## src/rtl/bitp_pkg.sv

```systemverilog
// Shared types, character codes and the control store of the infix to postfix converter.
// Imported by boolean_infix_to_postfix_core; no dependencies of its own.
package bitp_pkg;

  // Operator stack entries
  typedef logic [1:0] op_t;
  localparam op_t OP_NOT  = 2'd0;
  localparam op_t OP_AND  = 2'd1;
  localparam op_t OP_OR   = 2'd2;
  localparam op_t OP_OPEN = 2'd3;

  // Result token kinds
  typedef logic [1:0] kind_t;
  localparam kind_t TK_VAR = 2'd0;
  localparam kind_t TK_OP  = 2'd1;
  localparam kind_t TK_END = 2'd2;

  // Error codes
  typedef logic [1:0] err_t;
  localparam err_t ERR_NONE     = 2'd0;
  localparam err_t ERR_OVERFLOW = 2'd1;
  localparam err_t ERR_CLOSE    = 2'd2;
  localparam err_t ERR_OPEN     = 2'd3;

  // Character codes
  localparam logic [7:0] CH_NOT   = 8'h21;
  localparam logic [7:0] CH_AND   = 8'h2A;
  localparam logic [7:0] CH_OR    = 8'h2B;
  localparam logic [7:0] CH_OPEN  = 8'h28;
  localparam logic [7:0] CH_CLOSE = 8'h29;
  localparam logic [7:0] CH_LA    = 8'h61;
  localparam logic [7:0] CH_LZ    = 8'h7A;
  localparam logic [7:0] CH_UA    = 8'h41;
  localparam logic [7:0] CH_UZ    = 8'h5A;
  localparam logic [7:0] CASE_GAP = 8'd32;

  // Microprogram step addresses
  typedef logic [3:0] step_t;
  localparam step_t S_IDLE       = 4'd0;
  localparam step_t S_LETTER     = 4'd1;
  localparam step_t S_OPLOOP     = 4'd2;
  localparam step_t S_OPPOP      = 4'd3;
  localparam step_t S_OPFETCH    = 4'd4;
  localparam step_t S_PUSH       = 4'd5;
  localparam step_t S_CLOSE      = 4'd6;
  localparam step_t S_CLOSEPOP   = 4'd7;
  localparam step_t S_CLOSEFETCH = 4'd8;
  localparam step_t S_CLOSEERR   = 4'd9;
  localparam step_t S_ENDCHK     = 4'd10;
  localparam step_t S_FLUSH      = 4'd11;
  localparam step_t S_FLUSHPOP   = 4'd12;
  localparam step_t S_FLUSHFETCH = 4'd13;
  localparam step_t S_ENDTOK     = 4'd14;

  // Jump conditions
  typedef enum logic [2:0] {
    C_ALWAYS,
    C_END,
    C_EMPTY,
    C_NO_POP,
    C_POPPED_OPEN,
    C_DISPATCH
  } cond_e;

  // Token emission selects
  typedef enum logic [2:0] {
    EM_NONE,
    EM_VAR,
    EM_TOP,
    EM_POPPED,
    EM_OP_POPPED,
    EM_END
  } emit_e;

  typedef struct packed {
    cond_e cond;
    step_t tgt_t;
    step_t tgt_f;
    emit_e emit;
    logic  pop;
    logic  push;
    logic  load;
    err_t  flag;
    logic  clear;
  } ctrl_t;

  function automatic logic [1:0] prec(op_t op);
    logic [1:0] p;
    unique case (op)
      OP_NOT:  p = 2'd3;
      OP_AND:  p = 2'd2;
      OP_OR:   p = 2'd1;
      default: p = 2'd0;
    endcase
    return p;
  endfunction

  // Control store: one word per step
  function automatic ctrl_t ucode(step_t s);
    ctrl_t w;
    w = '{cond: C_ALWAYS, tgt_t: S_IDLE, tgt_f: S_IDLE, emit: EM_NONE, pop: 1'b0,
          push: 1'b0, load: 1'b0, flag: ERR_NONE, clear: 1'b0};
    unique case (s)
      S_IDLE: begin
        w.cond = C_DISPATCH;
      end
      S_LETTER: begin
        w.emit = EM_VAR;
        w.cond = C_END; w.tgt_t = S_FLUSH; w.tgt_f = S_IDLE;
      end
      S_OPLOOP: begin
        w.cond = C_NO_POP; w.tgt_t = S_PUSH; w.tgt_f = S_OPPOP;
      end
      S_OPPOP: begin
        w.pop = 1'b1; w.tgt_t = S_OPFETCH;
      end
      S_OPFETCH: begin
        w.load = 1'b1; w.emit = EM_OP_POPPED; w.tgt_t = S_OPLOOP;
      end
      S_PUSH: begin
        w.push = 1'b1;
        w.cond = C_END; w.tgt_t = S_FLUSH; w.tgt_f = S_IDLE;
      end
      S_CLOSE: begin
        w.cond = C_EMPTY; w.tgt_t = S_CLOSEERR; w.tgt_f = S_CLOSEPOP;
      end
      S_CLOSEPOP: begin
        w.pop = 1'b1; w.tgt_t = S_CLOSEFETCH;
      end
      S_CLOSEFETCH: begin
        w.load = 1'b1; w.emit = EM_POPPED;
        w.cond = C_POPPED_OPEN; w.tgt_t = S_ENDCHK; w.tgt_f = S_CLOSE;
      end
      S_CLOSEERR: begin
        w.flag = ERR_CLOSE;
        w.cond = C_END; w.tgt_t = S_FLUSH; w.tgt_f = S_IDLE;
      end
      S_ENDCHK: begin
        w.cond = C_END; w.tgt_t = S_FLUSH; w.tgt_f = S_IDLE;
      end
      S_FLUSH: begin
        w.cond = C_EMPTY; w.tgt_t = S_ENDTOK; w.tgt_f = S_FLUSHPOP;
      end
      S_FLUSHPOP: begin
        w.emit = EM_TOP; w.pop = 1'b1; w.flag = ERR_OPEN; w.tgt_t = S_FLUSHFETCH;
      end
      S_FLUSHFETCH: begin
        w.load = 1'b1; w.tgt_t = S_FLUSH;
      end
      S_ENDTOK: begin
        w.emit = EM_END; w.clear = 1'b1;
      end
      default: ;
    endcase
    return w;
  endfunction

endpackage

```

## src/rtl/bitp_ram.sv

```systemverilog
// Generic single-port-write, single-port-read RAM with registered read data.
// Standalone; no package dependencies.
module bitp_ram #(
  parameter int unsigned Width = 2,
  parameter int unsigned Depth = 31,
  parameter int unsigned AddrW = (Depth > 1) ? $clog2(Depth) : 1
) (
  input  logic             clk_i,
  input  logic             we_i,
  input  logic [AddrW-1:0] waddr_i,
  input  logic [Width-1:0] wdata_i,
  input  logic             re_i,
  input  logic [AddrW-1:0] raddr_i,
  output logic [Width-1:0] rdata_o
);

  logic [Width-1:0] mem_q [Depth];
  logic [Width-1:0] rdata_q;

  always_ff @(posedge clk_i) begin
    if (we_i) begin
      mem_q[waddr_i] <= wdata_i;
    end
    if (re_i) begin
      rdata_q <= mem_q[raddr_i];
    end
  end

  assign rdata_o = rdata_q;

endmodule

```

## src/rtl/boolean_infix_to_postfix_core.sv

```systemverilog
// Shunting-yard converter: a letter emits its variable token, '(' is pushed, an ignored character
// is dropped, an operator pops and emits each entry of equal or higher precedence before its push,
// ')' pops up to its '(' and flags an error when none is found, and an end mark flushes the rest
// and emits the end token. A stalled output holds the sequencer on its emitting step. First result
// appears in the cycle after the emitting step. Reset (rst_ni low, asynchronous) empties the stack,
// clears all counts and flags and drops the output valid.
module boolean_infix_to_postfix_core
  import bitp_pkg::*;
#(
  parameter int unsigned STACK_DEPTH = 32
) (
  input  logic        clk_i,
  input  logic        rst_ni,
  input  logic        in_valid_i,
  output logic        in_ready_o,
  input  logic [7:0]  char_code_i,
  input  logic        expr_end_i,
  output logic        out_valid_o,
  input  logic        out_ready_i,
  output logic [1:0]  token_kind_o,
  output logic [4:0]  letter_o,
  output logic [4:0]  var_index_o,
  output logic [1:0]  op_code_o,
  output logic [9:0]  literal_total_o,
  output logic [4:0]  variable_total_o,
  output logic [1:0]  error_code_o,
  output logic        last_token_o
);

  localparam int unsigned LvlW     = $clog2(STACK_DEPTH + 1);
  localparam int unsigned RamDepth = STACK_DEPTH - 1;
  localparam int unsigned RamAw    = (RamDepth > 1) ? $clog2(RamDepth) : 1;

  // Sequencer
  step_t pc_q, pc_d;
  ctrl_t cw;
  logic  go;
  logic  take;
  step_t dispatch_tgt;

  // Stack: top entry in a register, the rest in RAM
  logic [LvlW-1:0] level_q, level_d;
  op_t  top_q, top_d;
  op_t  popped_q, popped_d;
  logic stack_full;
  logic ram_we, ram_re;
  logic [RamAw-1:0] ram_waddr, ram_raddr;
  op_t  ram_rdata;

  // Current item
  op_t  cur_op_q, cur_op_d;
  logic [4:0] letter_q, letter_d;
  logic end_q, end_d;

  // Expression totals
  logic [25:0] seen_q, seen_d;
  logic [4:0]  num_q [26];
  logic        num_we;
  logic [4:0]  next_q, next_d;
  logic [9:0]  lit_q, lit_d;
  err_t        err_q, err_d;
  err_t        err_set;

  // Output register
  logic       out_valid_q, out_valid_d;
  kind_t      kind_q, kind_d;
  logic [4:0] out_letter_q, out_letter_d;
  logic [4:0] var_idx_q, var_idx_d;
  op_t        op_code_q, op_code_d;
  logic [9:0] lit_tot_q, lit_tot_d;
  logic [4:0] var_tot_q, var_tot_d;
  err_t       err_code_q, err_code_d;
  logic       last_q, last_d;
  logic       out_free;
  logic       emit_req;

  // Character decode
  logic [7:0] c_up;
  logic is_letter, is_op, is_open, is_close;
  op_t  in_op;

  assign c_up      = (char_code_i >= CH_LA && char_code_i <= CH_LZ) ?
                     char_code_i - CASE_GAP : char_code_i;
  assign is_letter = (c_up >= CH_UA) && (c_up <= CH_UZ);
  assign is_op     = (c_up == CH_NOT) || (c_up == CH_AND) || (c_up == CH_OR);
  assign is_open   = (c_up == CH_OPEN);
  assign is_close  = (c_up == CH_CLOSE);

  always_comb begin
    priority if (c_up == CH_NOT) begin
      in_op = OP_NOT;
    end else if (c_up == CH_AND) begin
      in_op = OP_AND;
    end else if (c_up == CH_OR) begin
      in_op = OP_OR;
    end else begin
      in_op = OP_OPEN;
    end
  end

  always_comb begin
    priority if (!in_valid_i) begin
      dispatch_tgt = S_IDLE;
    end else if (is_letter) begin
      dispatch_tgt = S_LETTER;
    end else if (is_op) begin
      dispatch_tgt = S_OPLOOP;
    end else if (is_open) begin
      dispatch_tgt = S_PUSH;
    end else if (is_close) begin
      dispatch_tgt = S_CLOSE;
    end else if (expr_end_i) begin
      dispatch_tgt = S_FLUSH;
    end else begin
      dispatch_tgt = S_IDLE;
    end
  end

  assign cw         = ucode(pc_q);
  assign in_ready_o = (pc_q == S_IDLE);
  assign out_free   = !out_valid_q || out_ready_i;
  assign stack_full = (level_q == LvlW'(STACK_DEPTH));

  always_comb begin
    unique case (cw.emit)
      EM_VAR, EM_END, EM_OP_POPPED: emit_req = 1'b1;
      EM_TOP:         emit_req = (top_q != OP_OPEN);
      EM_POPPED:      emit_req = (popped_q != OP_OPEN);
      default:        emit_req = 1'b0;
    endcase
  end

  // Hold the step while its token cannot be placed
  assign go = !emit_req || out_free;

  always_comb begin
    unique case (cw.cond)
      C_END:         take = end_q;
      C_EMPTY:       take = (level_q == '0);
      C_NO_POP:      take = (level_q == '0) || (prec(top_q) < prec(cur_op_q));
      C_POPPED_OPEN: take = (popped_q == OP_OPEN);
      default:       take = 1'b1;
    endcase
  end

  always_comb begin
    pc_d = pc_q;
    if (go) begin
      if (cw.cond == C_DISPATCH) begin
        pc_d = dispatch_tgt;
      end else begin
        pc_d = take ? cw.tgt_t : cw.tgt_f;
      end
    end
  end

  // Datapath
  always_comb begin
    level_d   = level_q;
    top_d     = top_q;
    popped_d  = popped_q;
    cur_op_d  = cur_op_q;
    letter_d  = letter_q;
    end_d     = end_q;
    seen_d    = seen_q;
    next_d    = next_q;
    lit_d     = lit_q;
    err_d     = err_q;
    err_set   = ERR_NONE;
    num_we    = 1'b0;
    ram_we    = 1'b0;
    ram_re    = 1'b0;
    ram_waddr = RamAw'(level_q - LvlW'(1));
    ram_raddr = RamAw'(level_q - LvlW'(2));

    if (in_valid_i && in_ready_o) begin
      cur_op_d = in_op;
      letter_d = 5'(c_up - CH_UA);
      end_d    = expr_end_i;
    end

    if (go) begin
      if (cw.emit == EM_VAR) begin
        if (lit_q != '1) begin
          lit_d = lit_q + 10'd1;
        end
        if (!seen_q[letter_q]) begin
          seen_d[letter_q] = 1'b1;
          num_we           = 1'b1;
          next_d           = next_q + 5'd1;
        end
      end

      if (cw.push) begin
        if (stack_full) begin
          err_set = ERR_OVERFLOW;
        end else begin
          ram_we  = (level_q != '0);
          top_d   = cur_op_q;
          level_d = level_q + LvlW'(1);
        end
      end

      if (cw.pop) begin
        popped_d = top_q;
        level_d  = level_q - LvlW'(1);
        ram_re   = (level_q > LvlW'(1));
      end

      if (cw.load) begin
        top_d = ram_rdata;
      end

      if (cw.flag == ERR_CLOSE) begin
        err_set = ERR_CLOSE;
      end else if (cw.flag == ERR_OPEN && top_q == OP_OPEN) begin
        err_set = ERR_OPEN;
      end

      // Keep only the first error of an expression
      if (err_set != ERR_NONE && err_q == ERR_NONE) begin
        err_d = err_set;
      end

      if (cw.clear) begin
        level_d = '0;
        seen_d  = '0;
        next_d  = '0;
        lit_d   = '0;
        err_d   = ERR_NONE;
      end
    end
  end

  // Token formation
  always_comb begin
    out_valid_d  = out_valid_q && !out_ready_i;
    kind_d       = kind_q;
    out_letter_d = out_letter_q;
    var_idx_d    = var_idx_q;
    op_code_d    = op_code_q;
    lit_tot_d    = lit_tot_q;
    var_tot_d    = var_tot_q;
    err_code_d   = err_code_q;
    last_d       = last_q;

    if (emit_req && out_free) begin
      out_valid_d  = 1'b1;
      kind_d       = TK_OP;
      out_letter_d = '0;
      var_idx_d    = '0;
      op_code_d    = OP_NOT;
      lit_tot_d    = '0;
      var_tot_d    = '0;
      err_code_d   = ERR_NONE;
      last_d       = 1'b0;
      unique case (cw.emit)
        EM_VAR: begin
          kind_d       = TK_VAR;
          out_letter_d = letter_q;
          var_idx_d    = seen_q[letter_q] ? num_q[letter_q] : next_q;
          last_d       = !end_q;
        end
        EM_TOP: begin
          op_code_d = top_q;
        end
        EM_OP_POPPED: begin
          op_code_d = popped_q;
          // Last when the next entry stays on the stack for this operator
          last_d    = !end_q && ((level_q == '0) || (prec(ram_rdata) < prec(cur_op_q)));
        end
        EM_POPPED: begin
          op_code_d = popped_q;
          // Last when the close finishes here: the next entry is '(' or none
          last_d    = !end_q && ((level_q == '0) || (ram_rdata == OP_OPEN));
        end
        EM_END: begin
          kind_d     = TK_END;
          lit_tot_d  = lit_q;
          var_tot_d  = next_q;
          err_code_d = err_q;
          last_d     = 1'b1;
        end
        default: ;
      endcase
    end
  end

  bitp_ram #(
    .Width(2),
    .Depth(RamDepth)
  ) u_stack_ram (
    .clk_i  (clk_i),
    .we_i   (ram_we),
    .waddr_i(ram_waddr),
    .wdata_i(top_q),
    .re_i   (ram_re),
    .raddr_i(ram_raddr),
    .rdata_o(ram_rdata)
  );

  always_ff @(posedge clk_i or negedge rst_ni) begin
    if (!rst_ni) begin
      pc_q        <= S_IDLE;
      level_q     <= '0;
      seen_q      <= '0;
      next_q      <= '0;
      lit_q       <= '0;
      err_q       <= ERR_NONE;
      out_valid_q <= 1'b0;
    end else begin
      pc_q        <= pc_d;
      level_q     <= level_d;
      seen_q      <= seen_d;
      next_q      <= next_d;
      lit_q       <= lit_d;
      err_q       <= err_d;
      out_valid_q <= out_valid_d;
    end
  end

  always_ff @(posedge clk_i) begin
    top_q        <= top_d;
    popped_q     <= popped_d;
    cur_op_q     <= cur_op_d;
    letter_q     <= letter_d;
    end_q        <= end_d;
    kind_q       <= kind_d;
    out_letter_q <= out_letter_d;
    var_idx_q    <= var_idx_d;
    op_code_q    <= op_code_d;
    lit_tot_q    <= lit_tot_d;
    var_tot_q    <= var_tot_d;
    err_code_q   <= err_code_d;
    last_q       <= last_d;
    if (num_we) begin
      num_q[letter_q] <= next_q;
    end
  end

  assign out_valid_o      = out_valid_q;
  assign token_kind_o     = kind_q;
  assign letter_o         = out_letter_q;
  assign var_index_o      = var_idx_q;
  assign op_code_o        = op_code_q;
  assign literal_total_o  = lit_tot_q;
  assign variable_total_o = var_tot_q;
  assign error_code_o     = err_code_q;
  assign last_token_o     = last_q;

  a_level_bound: assert property (@(posedge clk_i) disable iff (!rst_ni)
    level_q <= LvlW'(STACK_DEPTH))
    else $error("stack level beyond depth");

  a_end_is_last: assert property (@(posedge clk_i) disable iff (!rst_ni)
    (out_valid_o && token_kind_o == TK_END) |-> last_token_o)
    else $error("end token not marked last");

  a_end_clears: assert property (@(posedge clk_i) disable iff (!rst_ni)
    (pc_q == S_ENDTOK && go) |=> (level_q == '0 && next_q == '0 && pc_q == S_IDLE))
    else $error("state not cleared after end token");

  a_full_push_holds: assert property (@(posedge clk_i) disable iff (!rst_ni)
    (cw.push && go && stack_full) |=> (level_q == LvlW'(STACK_DEPTH) && err_q != ERR_NONE))
    else $error("push on full stack not dropped");

  a_ready_idle_only: assert property (@(posedge clk_i) disable iff (!rst_ni)
    (in_valid_i && in_ready_o) |-> (cw.cond == C_DISPATCH))
    else $error("input taken outside the dispatch step");

endmodule
```

## config.mk

```make
export PLATFORM = sky130hd
export DESIGN_NAME = boolean_infix_to_postfix_core
export DESIGN_NICKNAME = d
export VERILOG_FILES = /design/src/rtl/bitp_pkg.sv /design/src/rtl/bitp_ram.sv /design/src/rtl/boolean_infix_to_postfix_core.sv
export SDC_FILE = /design/constraint.sdc
export NUM_CORES = 1
export LEC_CHECK = 0
export BUFFER_PORTS_ARGS = -buffer_cell sky130_fd_sc_hd__buf_2
export CORE_MARGIN = 5
export CORE_UTILIZATION = 40
export DETAILED_ROUTE_END_ITERATION = 7
export SLEW_MARGIN = 20
export SYNTH_ARGS = -nofsm -noshare
export SYNTH_HDL_FRONTEND = slang
export SYNTH_SLANG_ARGS = --single-unit
```

## constraint.sdc

```tcl
create_clock -name clk_i -period 3.8 [get_ports clk_i]
set_input_delay 0.19 -clock clk_i [delete_from_list [all_inputs] [get_ports clk_i]]
set_output_delay 0.19 -clock clk_i [all_outputs]
set_load 0.02 [all_outputs]
```

==> results of run 1 <==
-- cell type report --
class / count / area, sq um / area share (%)
well taps: 442 / 553 / 3.64
repair buffers: 86 / 556 / 3.65
flip-flops and latches: 292 / 8500 / 55.9
clock inverters: 23 / 358 / 2.35
multi-input cells: 547 / 4400 / 28.9
inverters: 23 / 86.3 / 0.568
clock buffers: 31 / 754 / 4.96
-- power groups by stage --
stage / Combinational (uW) / Clock, uW / Sequential [uW]
floorplan: 2160 / 0 / 4840
detailed placement: 3520 / 0 / 4620
CTS: 3540 / 3300 / 4560
global placement: 3510 / 0 / 4620
finish: 3490 / 3250 / 4560
global route: 3830 / 3450 / 4610
-- cells in the mapped netlist (3+ instances only) --
cell / n
sky130_fd_sc_hd__clkbuf_1: 35
sky130_fd_sc_hd__buf_1: 7
sky130_fd_sc_hd__ha_1: 19
sky130_fd_sc_hd__nand4_1: 5
sky130_fd_sc_hd__mux2_2: 10
sky130_fd_sc_hd__buf_2: 18
sky130_fd_sc_hd__mux2i_1: 20
sky130_fd_sc_hd__a31o_2: 3
sky130_fd_sc_hd__a21o_1: 3
sky130_fd_sc_hd__o31a_1: 3
sky130_fd_sc_hd__a2111oi_0: 6
sky130_fd_sc_hd__xnor2_1: 10
sky130_fd_sc_hd__a21oi_1: 25
sky130_fd_sc_hd__nor4b_1: 3
sky130_fd_sc_hd__nor2_1: 87
sky130_fd_sc_hd__or3_1: 4
sky130_fd_sc_hd__xor2_1: 6
sky130_fd_sc_hd__dfrtp_1: 54
sky130_fd_sc_hd__nor3_1: 42
sky130_fd_sc_hd__nor4_1: 15
sky130_fd_sc_hd__o21a_1: 7
sky130_fd_sc_hd__a211oi_1: 3
sky130_fd_sc_hd__nand3_1: 9
sky130_fd_sc_hd__o31ai_1: 12
sky130_fd_sc_hd__nand2b_1: 15
sky130_fd_sc_hd__a32o_1: 25
sky130_fd_sc_hd__a2bb2oi_1: 4
sky130_fd_sc_hd__nor2b_1: 12
sky130_fd_sc_hd__a22oi_1: 9
sky130_fd_sc_hd__o21ai_0: 22
sky130_fd_sc_hd__or2_2: 4
sky130_fd_sc_hd__and2_1: 26
sky130_fd_sc_hd__inv_1: 21
sky130_fd_sc_hd__edfxtp_1: 238
sky130_fd_sc_hd__a31oi_1: 9
sky130_fd_sc_hd__nand2_1: 41
sky130_fd_sc_hd__mux4_2: 50
-- worst paths after layout --
| path | from | end | slack [ns] | cells past startpoint |
|---|---|---|---|---|
| max in group asynchronous | rst_ni | lit_q[8] | 2.45 | 4 |
| max reg2reg | pc_q[2] | seen_q[13] | 0.48 | 8 |
| min | out_ready_i | out_valid_o | 0.01 | 3 |
| min in group asynchronous | rst_ni | lit_q[0] | 0.52 | 3 |
| min reg2reg | seen_q[8] | seen_q[8] | 0.49 | 1 |
| max | pc_q[2] | seen_q[13] | 0.48 | 8 |
-- stage by stage --
| step | hold slack (ns) | util (%) | worst slack, ns | std cells | instance area, sq um |
|---|---|---|---|---|---|
| after floorplan | -0.106 | - | 0.530 | 925 | 13300 |
| after global placement | 0.0410 | 43.0 | 0.650 | 1385 | 14000 |
| after detailed placement | 0.0444 | 43.0 | 0.502 | 1385 | 14000 |
| after CTS | 0.000374 | 46.6 | 0.469 | 1444 | 15200 |
| after global routing | 0.00109 | 46.6 | 0.180 | 1444 | 15200 |
| final | 0.00950 | 46.6 | 0.478 | 1444 | 15200 |
-- registers in the layout, indices dropped and copies added (netlist names), 6 cells and up --
register / cells
lit_q: 10
u_stack_ram.mem_q: 62
level_q: 6
seen_q: 26
literal_total_o: 10
num_q: 130
-- repair_timing --
action                                  CTS  global route
endpoints found under the setup margin    0             0
resized for setup                         0             0
endpoints found under the hold margin    56             0
hold buffers                              5             0
-- cells by family (layout without fill, tap and decap cells) --
group                      count (synthesis)  in the layout  synth area share, %
DFF                                      292            292                 64.1
and+or+nand+nor                          280            280                 10.8
AOI/OAI and AO/OA                        152            152                 8.62
buffers and inverters                     86            163                 2.75
muxes                                     80             80                 10.9
adders and majority gates                 19             19                 1.79
xor gates and xnor gates                  16             16                 1.06
-- metal layers --
layer | global-route usage (%) | part of all wire [%]
met5 | 0 | 0
met2 | 26.3 | 48
met3 | 2.38 | 5.1
met1 | 22.8 | 44
met4 | 4.00 | 2.4
-- tightest hold or removal path: cells and delay by family --
family	cells	cell delay, ns
and+or+nand+nor	2	0.25
buffers and inverters	1	0.07
==> results list, run 1 <==
- The clock net in this run drives a total of roughly 300 sinks.
- Final setup violation count: 0
- Crit share post-route: between 80% and 90%
- Proportion of synthesized chip area in sequential cells: ~64%
- Cell internal power was estimated by the tool at 7530 uW.
- Largest net degree at the start of global routing: between 40 and 50
- Among all flip-flop cells after synthesis, the most frequent one is sky130_fd_sc_hd__edfxtp_1.
- After synthesis the netlist holds a flip-flop and latch count of 292.
- Clock latency reported for the late side of the worst-skew pair: about 0.57 ns
* Wire length per cell: 20.5 microns
- Area share of the largest cell type after synthesis: 53.9%
- The share of total power dissipated in the clock network is 28.7%.
- Highest net fanout along the worst path: 23
- Area growth syn-to-layout: 14.7%
- Counting both buffers and inverters, the worst setup path holds a total of 1.
- ANT nets after route: 0
* Die boundary height: 192 microns
- Power Total: 11300 uW
- The total count of hold-check failures in the final report is 0.
- Counting flops with a built-in enable in the synthesized netlist gives 238.
* Global-route wire length before repair: about 47000 microns
- In this design, the critical path's most frequently occurring cell is sky130_fd_sc_hd__nor2_1.
- Top area cells in the synthesized netlist: sky130_fd_sc_hd__edfxtp_1 54%, sky130_fd_sc_hd__dfrtp_1 10%, sky130_fd_sc_hd__mux4_2 8.5%
* Syn Inst Count: 925
* Netlist cell types: 68
- The analysis attributes to cell leakage a power of about 0.0053 uW.
- Clock-pin slew on the worst setup and hold paths: approximately 0.060 ns
- Counting I/O delays and the setup requirement, the final critical path takes 3.32 ns.
- The slowest stage of the critical path is the sky130_fd_sc_hd__nor2_2 cell.
* Worst-path cell chain: and2_1 > nand2_4 > inv_2 > a2111oi_4 > nor2_2 > nor2_1 > nor2_1 > a32o_1
- At the worst endpoint, the required time is 4.28 ns.
- The tree is rooted in a sky130_fd_sc_hd__clkbuf_16.
* Most frequent standard cell in the layout excluding fill and tap cells: sky130_fd_sc_hd__edfxtp_1
- 0 antenna diodes ended up in the layout.
- The number of global-route vias before repair is 8043.
- Row generation in the floorplan step produced 66 rows.
- Setup repair after global routing left no endpoint under its margin.
- Count of buffers inserted at the top-level ports: 46
* Post-Syn Area per Cell: 14.3 sq um
* Global Route Usage Sum: 16.1%
* Cell family contributing the most delay on the critical path: simple AND/OR/NAND/NOR gates
* Crit Path Category: flip-flop to flip-flop
- Clock Path Buffers: 3
- Between clock sinks in the finished design, the worst skew comes to 0.0251 ns.
* Syn. warnings: 0
- The final layout contains routed wiring with a total length of 29600 microns.
- Setup Buffers After CTS: 0
* Post-Syn Area: 13300 sq um
- Clock buffers created by TritonCTS: 30
- In the final design database the tool counted 1012 nets.
- Fraction of registers with async set/reset: 18.5%
* Sequential fraction of design power: between 40% and 50%
* Initial core utilization: 40.6%
* Comb power frac: 30.9%
* Run status: complete, no violations
* Ratio of cells with drive above 1 in the final layout: 21.2%
* Arrival time of data at the critical path endpoint: 3.80 ns
* Core area: roughly 33000 sq um
- The first detailed-routing pass ran for 4 iterations.
* Switching share of power: approximately 33%
- Routability-driven placement finished with a final weighted congestion of between 0.8 and 0.9.
* CTS tree: built
- Cell accounting for the most synthesized area: sky130_fd_sc_hd__edfxtp_1
- Across the run, the number of max-cap violations was 0.
* Number of vias per cell: 5.56
- After legalization and detailed placement, the total HPWL measured just under 20000 microns.
* Count of vias placed by the detailed router: ~8.0k
* TNS Setup: 0 ns
- Crit. End Element: flip-flop
- The number of antenna violations at the first check in global routing is 0.
- For this design the total switching power over the nets is 3760 uW.
* Critical Path Start Type: flip-flop
* Die area: 36900 sq um
- CTS H-Tree Depth: 1
- After global routing the overflow that remains totals 0.
- CP max stage delay: 0.84 ns
* IR Drop Worst-Case VDD: 0.451 mV
* Number of remaining DRC errors: 0
- Ratio of total power to cell area: 743 nW/um^2
* Remaining max-slew budget at the tightest pin: a little over a quarter
- The tightest min-delay check is of the input port to flip-flop type.
- The first routing iteration left 651 violations.
- Fill count: between 2k and 3k
- For this run, the top clock speed supported by timing is roughly 300 MHz.
- Syn nets: 957
- For the pin with the worst max-slew slack, the measured transition is around 1.1 ns.
- Number of top-level design ports: 47
- Commonest non-fill, non-tap cells in the layout: 238 x sky130_fd_sc_hd__edfxtp_1, 87 x sky130_fd_sc_hd__nor2_1, 54 x sky130_fd_sc_hd__dfrtp_1, 50 x sky130_fd_sc_hd__mux4_2, 46 x sky130_fd_sc_hd__buf_2
- Count of pins over their slew limit: 0
* Overall die width: 192 microns
Power figures use the tool's default switching activity.
==> run 2: changes to the inputs <==
- clock period: 3.8 -> 3.9 ns (I/O delays scaled with it)
==> run 2 against run 1 <==
Compared with the run above:
- core utilization decreased by 0.70 points
- setup slack gained 0.16 ns
- global-route usage is 0.17 points higher
- non-clock buffer count fell by 2
- power down 7.6%
- design area down 1.5%
- critical path depth shrank 1
==> results list, run 2 (same netlist as run 1, synthesis figures left out) <==
- CTS H-Tree Depth: 1 (unchanged)
- The number of antenna violations at the first check in global routing was 0 (unchanged).
- Internal Power: 6870 uW (-8.7%)
* Number of top-level design ports: 47 (unchanged)
* Clock latency reported for the late side of the worst-skew pair: 0.56 ns (about the same)
- The placed instance area was 14000 sq um (about the same).
- Placed instance count: 1383 (-0.14%)
- Core utilization of the finished layout: 45.9% (-0.70 points)
- The switching portion of total power was 34.1% (+0.82 points).
* Cell family contributing the most delay on the critical path: simple AND/OR/NAND/NOR gates
- Transition time of the tightest slew-check pin: 1.05 ns (-0.0438 ns)
- The number of sinks handled by clock tree synthesis was 292 (unchanged).
- The number of port buffers is 46 (unchanged).
* Data required time at the worst endpoint: 4.08 ns (-0.20 ns)
* DP Wirelength: 19500 microns (about the same)
* IR Drop Worst-Case VDD: 0.392 mV (-13%)
- The maximum clock skew at final layout is 0.0191 ns (-0.00599 ns).
* CP max stage delay: 0.63 ns (-0.21 ns)
* Global Route Usage Sum: 16.2% (+0.17 points)
- Worst-path cell chain: buf_4 > nor4b_2 > a31o_2 > or2_1 > nand2b_1 > buf_12 > nor3_1
* Overall die width: 192 microns (unchanged)
- Gates resized, CTS repair: 0 (unchanged)
* Violation count after the first detailed-routing iteration: 676 (+3.8%)
- Largest net degree at the start of global routing: 55 (+12%)
- The final net count came to 1010 (-0.20%).
* Clock Path Buffers: 3 (unchanged)
* Shortest period the worst path allows: 3.27 ns (-0.0551 ns)
- The relative contribution of the clock network to total power was 24.9% (-3.8 points).
- The fmax is 306 MHz (+1.7%).
- The share of the cycle needed by the critical path after routing is 83.8% (-3.7 points).
- Ranked by flip-flop count, first place goes to num_q.
- The number of global-route vias before repair is 8059 (+0.20%).
- The largest driver fanout on the critical path was 34 (+48%).
* Clock-pin slew on the worst setup and hold paths: 0.06 ns (about the same)
- The total count of hold-check failures in the final report was 0 (unchanged).
- The number of hold-repair buffers added at the cts stage came to 4 (-1).
- The starting utilization of the core area was 40.6% (unchanged).
- Run status: complete, no violations
- ANT nets after route: 0 (unchanged)
* Ratio of total power to cell area: 697 nW/um^2 (-6.2%)
- The buffers inserted during post-CTS setup optimization is 0 (unchanged).
- WP buf/inv: 2 (+1)
- Biggest regs: num_q x130, u_stack_ram.mem_q x62, seen_q x26
- Post-route cell area: 15000 sq um (-1.5%)
- Antenna diode count: 0 (unchanged)
- Commonest non-fill, non-tap cells in the layout: 238 x sky130_fd_sc_hd__edfxtp_1, 87 x sky130_fd_sc_hd__nor2_1, 54 x sky130_fd_sc_hd__dfrtp_1, 50 x sky130_fd_sc_hd__mux4_2, 46 x sky130_fd_sc_hd__buf_2
- Core area: 32600 sq um (unchanged)
* Total number of placement rows: 66 (unchanged)
- For this design, the slowest cell found on the critical path is sky130_fd_sc_hd__nor3_1.
- Remaining max-slew budget at the tightest pin: 30.2% (+3.9 points)
- The area of the die is 36900 sq um (unchanged).
* GRT Residual Overflow: 0 (unchanged)
- The setup path with the least slack is of type flip-flop to flip-flop.
- Number of remaining DRC errors: 0 (unchanged)
- Leaving out fill and tap cells, the most frequent cell in the layout is sky130_fd_sc_hd__edfxtp_1.
* Clk Tree Root Cell: sky130_fd_sc_hd__clkbuf_16
- The final-report setup violation count is 0 (unchanged).
- Post-Layout Cell Count: 1440 (-0.28%)
- Comb power frac: 32.6% (+1.7 points)
* Largest register FFs: 130 (unchanged)
- Crit. End Element: flip-flop
* Ratio of cells with drive above 1 in the final layout: 19.7% (-1.4 points)
- Area growth syn-to-layout: 13.0%
* TNS Setup: 0 ns (unchanged)
- The final-layout fill cell count came to 2875 (+1.7%).
* Sequential fraction of design power: 42.5% (+2.2 points)
- Min-delay worst type: input port to flip-flop
- Placer's final routability congestion estimate: 0.835 (-1.2%)
* Leakage dissipation: 0.00518 uW (-2.0%)
- The via density per instance is 5.52 (-0.82%).
- Net Sw Power: 3560 uW (-5.3%)
* Clock buffers created by TritonCTS: 30 (unchanged)
- The data arrival time of the critical path came to 3.45 ns (-0.35 ns).
- Count of vias placed by the detailed router: 7947 (-1.1%)
* CTS tree: built
- Count of pins over their slew limit: 0 (unchanged)
* Total iterations of the first detailed-routing run: 5 (+1)
* Global-route wire length before repair: 46900 microns (+0.46%)
* Wire length per cell: 20.6 microns (+0.50%)
- Critical Path Start Type: flip-flop
- The total wire length is 29700 microns (+0.22%).
- Setup repair after global routing missed its margin: no
- The number of max-cap violations came to 0 (unchanged).
- The overall die height is 192 microns (unchanged).
## run 2: cell count changes in the layout (fill, tap and decap cells not counted), sizes merged
cell and change:
bufinv -8, inv -2, buf -2, clkinv -2, clkinvlp -3, clkbuf +13
## run 2: layout make-up
class,count,area (sq um),share of cell area (%)
Clock buffer,44,845,5.64
Clock inverter,8,36.3,0.242
Inverter,23,86.3,0.577
Multi-Input combinational cell,547,4400,29.4
Sequential cell,292,8500,56.8
Tap cell,442,553,3.69
Timing Repair Buffer,84,553,3.69
## run 2: worst paths after layout
check | from | end | slack [ns] | cells past startpoint
hold / removal | char_code_i[7] | cur_op_q[1] | 0.01 | 3
min in group asynchronous | rst_ni | lit_q[4] | 0.33 | 3
max in group asynchronous | rst_ni | seen_q[23] | 3.07 | 3
hold reg to reg | seen_q[18] | seen_q[18] | 0.49 | 1
setup / recovery | pc_q[1] | num_q[4][2] | 0.63 | 7
setup reg to reg | pc_q[1] | num_q[4][2] | 0.63 | 7
## run 2: stage by stage
step | total power, uW | setup WS, ns | hold slack, ns
after detailed placement | 7930 | 0.632 | 0.393
after global routing | 11000 | 0.399 | 0.0176
after CTS | 10500 | 0.625 | 0.00935
after global placement | 7920 | 0.743 | 0.385
final | 10400 | 0.633 | 0.0136
after floorplan | 6820 | 0.630 | -0.101
## run 2: layer usage
layer | global-route usage (%) | vias up | part of all wire (%)
met1 | 22.5 | 3995 | 45
met3 | 2.56 | 41 | 4.9
met2 | 27.2 | 215 | 49
met5 | 0 | - | 0
li1 | - | 3696 | -
met4 | 3.46 | 0 | 1.8
## run 2: power groups by stage
stage               Clock, uW  Sequential [uW]  Combinational (uW)
CTS                      2660             4440                3450
global route             2790             4490                3750
finish                   2600             4440                3400
global placement            0             4500                3420
detailed placement          0             4500                3430
floorplan                   0             4720                2110
## run 2: worst min-delay path, delay by kind of cell
family | cells | cell delay (ns)
and+or+nand+nor | 2 | 0.14
buffers and inverters | 1 | 0.12
